===== config.mk =====
export PLATFORM = sky130hd
export DESIGN_NAME = nec_ir_pulse_decoder
export DESIGN_NICKNAME = d
export VERILOG_FILES = /design/src/hdl/nec_ir_pkg.sv /design/src/hdl/nec_ir_cfg.sv /design/src/hdl/nec_ir_core.sv /design/src/hdl/nec_ir_pulse_decoder.sv
export SDC_FILE = /design/constraint.sdc
export NUM_CORES = 1
export LEC_CHECK = 0
export BUFFER_PORTS_ARGS = -buffer_cell sky130_fd_sc_hd__buf_4
export CAP_MARGIN = 5
export CORE_ASPECT_RATIO = 1.5
export CORE_MARGIN = 2
export CORE_UTILIZATION = 55
export DETAILED_ROUTE_END_ITERATION = 7
export MAX_ROUTING_LAYER = met4
export PLACE_DENSITY = 0.84
export SYNTH_ARGS = -nofsm -noshare
export SYNTH_HDL_FRONTEND = slang
export SYNTH_SLANG_ARGS = --single-unit

===== constraint.sdc =====
create_clock -name clk -period 12.32 [get_ports clk]
set_clock_uncertainty 0.05 [all_clocks]
set_input_delay 1.232 -clock clk [delete_from_list [all_inputs] [get_ports clk]]
set_output_delay 1.232 -clock clk [all_outputs]
set_load 0.05 [all_outputs]

===== src/hdl/nec_ir_pkg.sv =====
// Shared types and constants for the NEC infrared pulse decoder.
// Depends on nothing; every other file in hdl/ imports it.
package nec_ir_pkg;

  localparam int FRAME_BITS   = 32;
  localparam int PERIOD_W     = 16;
  localparam int TICK_W       = 32;
  localparam int CODE_W       = 32;
  localparam int BITS_W       = 6;
  localparam int RECENCY_W    = 8;
  localparam int APB_ADDR_W   = 5;
  localparam int APB_DATA_W   = 32;
  localparam int S_TDATA_W    = 48;
  localparam int M_TDATA_W    = 40;

  typedef enum logic [1:0] {
    PH_IDLE   = 2'd0,
    PH_RECV   = 2'd1,
    PH_DONE   = 2'd2,
    PH_REPEAT = 2'd3
  } phase_t;

  typedef enum logic [2:0] {
    REG_REPEAT_LOW     = 3'd0,
    REG_REPEAT_HIGH    = 3'd1,
    REG_PREAMBLE_LOW   = 3'd2,
    REG_PREAMBLE_HIGH  = 3'd3,
    REG_ONE_LOW        = 3'd4,
    REG_ONE_HIGH       = 3'd5,
    REG_REPEAT_RECENCY = 3'd6
  } reg_idx_t;

  localparam logic OP_CAPTURE = 1'b0;
  localparam logic OP_ACK     = 1'b1;

  localparam logic [PERIOD_W-1:0]  RST_REPEAT_LOW     = 16'd27375;
  localparam logic [PERIOD_W-1:0]  RST_REPEAT_HIGH    = 16'd28875;
  localparam logic [PERIOD_W-1:0]  RST_PREAMBLE_LOW   = 16'd33000;
  localparam logic [PERIOD_W-1:0]  RST_PREAMBLE_HIGH  = 16'd34500;
  localparam logic [PERIOD_W-1:0]  RST_ONE_LOW        = 16'd5388;
  localparam logic [PERIOD_W-1:0]  RST_ONE_HIGH       = 16'd5788;
  localparam logic [RECENCY_W-1:0] RST_REPEAT_RECENCY = 8'd9;

  typedef struct packed {
    logic [PERIOD_W-1:0]  repeat_low;
    logic [PERIOD_W-1:0]  repeat_high;
    logic [PERIOD_W-1:0]  preamble_low;
    logic [PERIOD_W-1:0]  preamble_high;
    logic [PERIOD_W-1:0]  one_low;
    logic [PERIOD_W-1:0]  one_high;
    logic [RECENCY_W-1:0] repeat_recency;
  } cfg_t;

  typedef struct packed {
    logic                op;
    logic [PERIOD_W-1:0] period;
    logic [TICK_W-1:0]   now_tick;
  } item_t;

  typedef struct packed {
    phase_t            phase;
    logic [CODE_W-1:0] code;
    logic [BITS_W-1:0] bits_seen;
  } result_t;

  // Data bit n lands in byte (3 - n/8) of the word, LSB first within the byte.
  function automatic logic [4:0] word_bit_for(input logic [4:0] n);
    word_bit_for = {~n[4:3], n[2:0]};
  endfunction

  // Exclusive window test; empty or inverted windows never match.
  function automatic logic in_window(input logic [PERIOD_W-1:0] v,
                                     input logic [PERIOD_W-1:0] lo,
                                     input logic [PERIOD_W-1:0] hi);
    in_window = (v > lo) && (v < hi);
  endfunction

endpackage


===== src/hdl/nec_ir_cfg.sv =====
// APB-style register file holding the decoder windows and repeat recency.
// Depends on nec_ir_pkg.
module nec_ir_cfg (
  input  logic                             clk,
  input  logic                             rst,
  input  logic                             psel,
  input  logic                             penable,
  input  logic                             pwrite,
  input  logic [nec_ir_pkg::APB_ADDR_W-1:0] paddr,
  input  logic [nec_ir_pkg::APB_DATA_W-1:0] pwdata,
  output logic [nec_ir_pkg::APB_DATA_W-1:0] prdata,
  output logic                             pready,
  output nec_ir_pkg::cfg_t                 cfg
);
  import nec_ir_pkg::*;

  cfg_t     regs;
  reg_idx_t idx;
  logic     wr_en;

  assign pready = 1'b1;
  assign idx    = reg_idx_t'(paddr[APB_ADDR_W-1:2]);
  assign wr_en  = psel && penable && pwrite && pready;
  assign cfg    = regs;

  always_ff @(posedge clk) begin
    if (rst) begin
      regs.repeat_low     <= RST_REPEAT_LOW;
      regs.repeat_high    <= RST_REPEAT_HIGH;
      regs.preamble_low   <= RST_PREAMBLE_LOW;
      regs.preamble_high  <= RST_PREAMBLE_HIGH;
      regs.one_low        <= RST_ONE_LOW;
      regs.one_high       <= RST_ONE_HIGH;
      regs.repeat_recency <= RST_REPEAT_RECENCY;
    end else if (wr_en) begin
      case (idx)
        REG_REPEAT_LOW:     regs.repeat_low     <= pwdata[PERIOD_W-1:0];
        REG_REPEAT_HIGH:    regs.repeat_high    <= pwdata[PERIOD_W-1:0];
        REG_PREAMBLE_LOW:   regs.preamble_low   <= pwdata[PERIOD_W-1:0];
        REG_PREAMBLE_HIGH:  regs.preamble_high  <= pwdata[PERIOD_W-1:0];
        REG_ONE_LOW:        regs.one_low        <= pwdata[PERIOD_W-1:0];
        REG_ONE_HIGH:       regs.one_high       <= pwdata[PERIOD_W-1:0];
        REG_REPEAT_RECENCY: regs.repeat_recency <= pwdata[RECENCY_W-1:0];
        default: ;
      endcase
    end
  end

  always_comb begin
    case (idx)
      REG_REPEAT_LOW:     prdata = APB_DATA_W'(regs.repeat_low);
      REG_REPEAT_HIGH:    prdata = APB_DATA_W'(regs.repeat_high);
      REG_PREAMBLE_LOW:   prdata = APB_DATA_W'(regs.preamble_low);
      REG_PREAMBLE_HIGH:  prdata = APB_DATA_W'(regs.preamble_high);
      REG_ONE_LOW:        prdata = APB_DATA_W'(regs.one_low);
      REG_ONE_HIGH:       prdata = APB_DATA_W'(regs.one_high);
      REG_REPEAT_RECENCY: prdata = APB_DATA_W'(regs.repeat_recency);
      default:            prdata = '0;
    endcase
  end

endmodule


===== src/hdl/nec_ir_core.sv =====
// Decode state machine: classifies one registered item and updates the
// receive state. Depends on nec_ir_pkg.
module nec_ir_core (
  input  logic                clk,
  input  logic                rst,
  input  logic                advance,
  input  nec_ir_pkg::item_t   item,
  input  nec_ir_pkg::cfg_t    cfg,
  output nec_ir_pkg::result_t result
);
  import nec_ir_pkg::*;

  phase_t            phase, phase_next;
  logic [CODE_W-1:0] code, code_next;
  logic [BITS_W-1:0] bit_pos, bit_pos_next;
  logic [TICK_W-1:0] last_tick, last_tick_next;

  logic [TICK_W-1:0] elapsed;
  logic              is_capture, hit_repeat, hit_preamble, hit_one, frame_full;

  assign is_capture   = (item.op == OP_CAPTURE);
  assign elapsed      = item.now_tick - last_tick;
  assign hit_repeat   = is_capture
                        && in_window(item.period, cfg.repeat_low, cfg.repeat_high)
                        && (elapsed < TICK_W'(cfg.repeat_recency));
  assign hit_preamble = is_capture && (phase == PH_IDLE)
                        && in_window(item.period, cfg.preamble_low, cfg.preamble_high);
  assign hit_one      = in_window(item.period, cfg.one_low, cfg.one_high);
  assign frame_full   = ((bit_pos + BITS_W'(1)) >= BITS_W'(FRAME_BITS));

  // next phase
  always_comb begin
    phase_next = phase;
    if (!is_capture) begin
      if (phase == PH_DONE || phase == PH_REPEAT) phase_next = PH_IDLE;
    end else if (hit_repeat) begin
      phase_next = PH_REPEAT;
    end else if (hit_preamble) begin
      phase_next = PH_RECV;
    end else if (phase == PH_RECV && frame_full) begin
      phase_next = PH_DONE;
    end
  end

  // datapath
  always_comb begin
    code_next      = code;
    bit_pos_next   = bit_pos;
    last_tick_next = last_tick;
    if (hit_repeat) begin
      last_tick_next = item.now_tick;
    end else if (hit_preamble) begin
      code_next      = '0;
      bit_pos_next   = '0;
      last_tick_next = item.now_tick;
    end else if (is_capture && phase == PH_RECV) begin
      if (hit_one) code_next[word_bit_for(bit_pos[4:0])] = 1'b1;
      bit_pos_next = bit_pos + BITS_W'(1);
    end
  end

  always_ff @(posedge clk) begin
    if (rst) begin
      phase     <= PH_IDLE;
      code      <= '0;
      bit_pos   <= '0;
      last_tick <= '0;
    end else if (advance) begin
      phase     <= phase_next;
      code      <= code_next;
      bit_pos   <= bit_pos_next;
      last_tick <= last_tick_next;
    end
  end

  assign result.phase     = phase_next;
  assign result.code      = code_next;
  assign result.bits_seen = bit_pos_next;

endmodule


===== src/hdl/nec_ir_pulse_decoder.sv =====
// Top level of the NEC infrared pulse decoder: input register, decode core,
// result register and APB register file. Depends on nec_ir_pkg, nec_ir_cfg, nec_ir_core.
//
//  channel  | dir | handshake              | payload
//  ---------+-----+------------------------+------------------------------------------
//  s_axis   | in  | s_tvalid / s_tready    | tdata: period[15:0], now_tick[47:16]; tuser: op
//  m_axis   | out | m_tvalid / m_tready    | tdata: phase[1:0], code[33:2], bits_seen[39:34]
//  apb      | in  | psel, penable, pready  | 7 registers at byte address 4*i
//
// One result beat per input beat, one beat per cycle sustained while m_tready is high;
// each item passes the input register, then is decoded into the result register.
// The critical path is the 16-bit window compares and the 32-bit tick
// subtract feeding the phase select.
// rst is synchronous and active high: phase idle, code, bit count and
// reception tick cleared, registers back to their defaults.
// A stalled output holds its beat; the input register still takes one more
// beat behind it, so the upstream side stalls only when both are full.
module nec_ir_pulse_decoder (
  input  logic                              clk,
  input  logic                              rst,
  // s_tdata: period[15:0], now_tick[47:16]
  input  logic [nec_ir_pkg::S_TDATA_W-1:0]  s_tdata,
  // s_tuser: op[0]
  input  logic                              s_tuser,
  input  logic                              s_tvalid,
  output logic                              s_tready,
  // m_tdata: phase[1:0], code[33:2], bits_seen[39:34]
  output logic [nec_ir_pkg::M_TDATA_W-1:0]  m_tdata,
  output logic                              m_tvalid,
  input  logic                              m_tready,
  input  logic                              psel,
  input  logic                              penable,
  input  logic                              pwrite,
  input  logic [nec_ir_pkg::APB_ADDR_W-1:0] paddr,
  input  logic [nec_ir_pkg::APB_DATA_W-1:0] pwdata,
  output logic [nec_ir_pkg::APB_DATA_W-1:0] prdata,
  output logic                              pready
);
  import nec_ir_pkg::*;

  cfg_t    cfg;
  item_t   in_item;
  logic    in_valid;
  logic    advance;
  result_t result;
  result_t out_beat;

  nec_ir_cfg u_cfg (
    .clk     (clk),
    .rst     (rst),
    .psel    (psel),
    .penable (penable),
    .pwrite  (pwrite),
    .paddr   (paddr),
    .pwdata  (pwdata),
    .prdata  (prdata),
    .pready  (pready),
    .cfg     (cfg)
  );

  // an item moves on when the result register is free or being emptied
  assign advance  = in_valid && (!m_tvalid || m_tready);
  assign s_tready = !in_valid || advance;

  always_ff @(posedge clk) begin
    if (rst) begin
      in_valid <= 1'b0;
    end else if (s_tready) begin
      in_valid <= s_tvalid;
    end
  end

  // payload register, no reset needed
  always_ff @(posedge clk) begin
    if (s_tready && s_tvalid) begin
      in_item.op       <= s_tuser;
      in_item.period   <= s_tdata[PERIOD_W-1:0];
      in_item.now_tick <= s_tdata[PERIOD_W+TICK_W-1:PERIOD_W];
    end
  end

  nec_ir_core u_core (
    .clk     (clk),
    .rst     (rst),
    .advance (advance),
    .item    (in_item),
    .cfg     (cfg),
    .result  (result)
  );

  always_ff @(posedge clk) begin
    if (rst) begin
      m_tvalid <= 1'b0;
    end else if (advance) begin
      m_tvalid <= 1'b1;
    end else if (m_tready) begin
      m_tvalid <= 1'b0;
    end
  end

  always_ff @(posedge clk) begin
    if (advance) out_beat <= result;
  end

  assign m_tdata = {out_beat.bits_seen, out_beat.code, out_beat.phase};

endmodule

==> metrics.cfg <==
[outcome]
outcome = finished, final reports clean

[critical_path]
cp-start-kind = register
crit_end = m_tdata[7]
r2r_end = m_tdata[7]
cp.required_ns = 12.59
cp_top_family = simple AND/OR/NAND/NOR gates
crit_start = in_item[2]
worstPathCellList = ha_1, o211ai_1, a21oi_1, o211ai_1, nand2_1, xor2_1, ha_1, a22oi_1, nand2_1, or4_1, or4_1, or4b_1, nor4_2, and4b_1, a21oi_4, buf_4, a31oi_1, nor2_1
ff2ff_path_depth = 18
end_kind = register
r2r-start = in_item[2]
critical_path_buf_inv_count = 1
cp_data_arrival_time_ns = 5.82
path_max_fanout = 61
crit_cells = 18
path_class = register to register
max_stage_delay_ns = 0.55
rrSetupSlack_ns = 6.76
slowest_stage = or4b_1

[logic_synthesis]
ys_seq_area_frac = 0.400
yosys.cell_types.count = 85
synth_edf_count = 89
synthCells = 1823
synth-seq-cells = 267
postSynth.asyncResetShare = 0
ys_warn_count = 0
synth-main-ff-cell = dfxtp_1
syn_area_um2 = 15600
postSynthAreaPerCell_um2 = 8.56

[cts]
clk_path_buf_depth = 3
cts_tree = done
h-tree-depth = 1
postCtsSetupBuffers = 0
clock-sinks = 267
cts_root_buf = clkbuf_16
numCtsBuffers = 27
insertion_delay_ns = 0.58
hold_buffers = 0
cts_resized = 0
clkSlewWorstSetupHoldPaths_ns = 0.06

[routing]
routed_via_density = 6.18
post_drt_wl_per_cell_um = 19.9
wirelength_um = 44900
drtIter0Drc = 1176
dr.pass1.iters = 7
detail-route-antenna-nets = 0
drc = 0
routed-via-count = 13900

[timing]
slew_violations = 0
finalSetupTns_ns = 0
timing.final.crit_share = 0.451
rsz0062_at_grt = no
worst_pin_slew_ns = 1.33
finalCriticalPeriod_ns = 5.56
hold_violations = 0
setup_viol = 0
fmax_mhz = 180
slew_headroom = 0.115

[pwr]
ir_worst_vdd_v = 0.000122
power_density_nw_per_um2 = 120
p_leak_nw = 6.91

[cells_and_area]
fillers = 2423
multi_input_area_um2 = 8330
final_nets = 2116
fin_area_um2 = 17500
register_area_um2 = 6240
final_layout_size_suffix_gt1_frac = 0.111
area_delta_synth_final_pct = 12.5

[floorplanning]
initial_utilization = 0.558
pin_count = 168
row_count = 75
dieHeight_um = 210
fp.coreArea_um2 = 28000
die_w_um = 141
fp.dieArea_um2 = 29700

[global_routing]
grt-ovfl-total = 0
grt_pass1_wl_um = 70200
grt_pass1_vias = 13400
antenna_found_initial = 1
grt.total_usage = 0.304
grt_max_degree = 83

[placement]
gp_congestion = 0.974
io_buffers = 132
dp_hpwl_um = 32100
placed_cell_area_um2 = 16600

[run]
cap_violations = 0

[worst_hold_path]
hold_class = register to register

==> worst min-delay path by stage <==
stage / end / startpoint / slack, ns / cells after the start
floorplan: u_cfg.cfg[100] / u_cfg.cfg[100] / 0.39 / 2
global placement: u_cfg.cfg[52] / u_cfg.cfg[52] / 0.39 / 2
detailed placement: u_cfg.cfg[45] / u_cfg.cfg[45] / 0.40 / 2
CTS: u_cfg.cfg[45] / u_cfg.cfg[45] / 0.41 / 2
global route: u_cfg.cfg[45] / u_cfg.cfg[45] / 0.42 / 2
finish: u_cfg.cfg[57] / u_cfg.cfg[57] / 0.41 / 2
==> final cells by class <==
type / instances / share of cell area
Antenna cell: 1 / 0.000143
Inverter: 153 / 0.0327
Tap cell: 346 / 0.0247
Clock buffer: 35 / 0.0402
Sequential cell: 267 / 0.355
Clock inverter: 15 / 0.0112
Multi-Input combinational cell: 1295 / 0.475
Timing Repair Buffer: 143 / 0.0612
==> through the flow <==
step                power (mW)  utilization  hold WS, ns  setup slack (ns)  instances
CTS                       2.11        0.627        0.405              6.78       2254
finish                    2.11        0.628        0.406              6.76       2255
floorplan                 1.17            -        0.386              7.61       1838
detailed placement        1.27        0.595        0.397              6.82       2204
global route              2.18        0.628        0.422              6.49       2255
global placement          1.26        0.595        0.393              6.95       2204
==> flip-flops by register name, indices dropped and copies added, names as in the netlist <==
register and count:
u_cfg.cfg 104, in_item 49, m_tdata 40, u_core.code 32, u_core.last_tick 32, u_core.bit_pos 6
u_core.phase 2, in_valid 1, m_tvalid 1
==> cells in the mapped netlist (all sizes together) (5+ instances only) <==
| library cell | number | area [um^2] |
|---|---|---|
| nand2 | 217 | 815 |
| dfxtp | 178 | 3560 |
| a21oi | 176 | 900 |
| nor2 | 155 | 582 |
| inv | 152 | 571 |
| ha | 135 | 1690 |
| edfxtp | 89 | 2670 |
| o21ai | 89 | 445 |
| clkbuf | 85 | 323 |
| a31oi | 68 | 432 |
| buf | 38 | 230 |
| nand3b | 33 | 248 |
| nand4 | 31 | 200 |
| o211ai | 30 | 225 |
| a211o | 28 | 245 |
| nor3 | 28 | 145 |
| a21o | 27 | 203 |
| mux2i | 24 | 240 |
| nand2b | 16 | 100 |
| a22oi | 15 | 113 |
| nand3 | 15 | 75.1 |
| nor2b | 15 | 93.8 |
| and2 | 13 | 81.3 |
| xnor2 | 13 | 114 |
| a211oi | 12 | 90.1 |
| o22ai | 11 | 68.8 |
| and3 | 10 | 62.6 |
| nor4 | 9 | 62.6 |
| o21a | 8 | 60.1 |
| a21boi | 7 | 52.6 |
| xor2 | 7 | 61.3 |
| a41oi | 6 | 52.6 |
| or3 | 5 | 31.3 |
==> per-layer routing <==
layer  routed length (um)  GRT usage  up-vias
met3                 2460     0.0348      139
met1                17300      0.345     6610
met2                22500      0.524      559
li1                     -          -     6629
met5                    0          -        -
met4                 2580      0.160        0
==> cells in the final DEF, fill, tap and decap left out, types with 24 or more instances in the layout <==
cell type,count
o21ai_0,89
nand4_1,30
nor3_1,26
a31oi_1,67
inv_1,152
nand3b_1,33
a211o_1,28
ha_1,135
dfxtp_1,178
mux2i_1,24
o211ai_1,30
a21oi_1,173
clkbuf_16,27
a21o_1,27
nor2_1,155
edfxtp_1,89
nand2_1,217
buf_4,143
==> worst reg2reg max path: stages (launching register included) <==
cell	delay, ns
edfxtp_1	0.41
ha_1	0.37
o211ai_1	0.23
a21oi_1	0.10
o211ai_1	0.28
nand2_1	0.10
xor2_1	0.17
ha_1	0.31
a22oi_1	0.18
nand2_1	0.09
or4_1	0.50
or4_1	0.40
or4b_1	0.55
nor4_2	0.35
and4b_1	0.38
a21oi_4	0.08
buf_4	0.33
a31oi_1	0.34
nor2_1	0.08
==> power breakdown <==
group | internal (mW) | switching [mW] | leakage (nW)
registers | 0.931 | 0.0170 | 2.29
logic | 0.103 | 0.204 | 4.19
clock network | 0.492 | 0.362 | 0.439
==> kinds of logic (layout without fill, tap and decap cells) <==
family	after synthesis	after routing	share of synthesized area
AO/OA/AOI/OAI	522	522	0.212
XOR/XNOR	20	20	0.0112
adder cells (fa/ha/maj)	136	136	0.110
buffers and inverters	276	346	0.0723
flip-flops	267	267	0.400
multiplexers	29	29	0.0219
other	2	18	0.000482
AND/OR/NAND/NOR	571	571	0.173
Note: power is estimated with default switching activity, not from simulation.
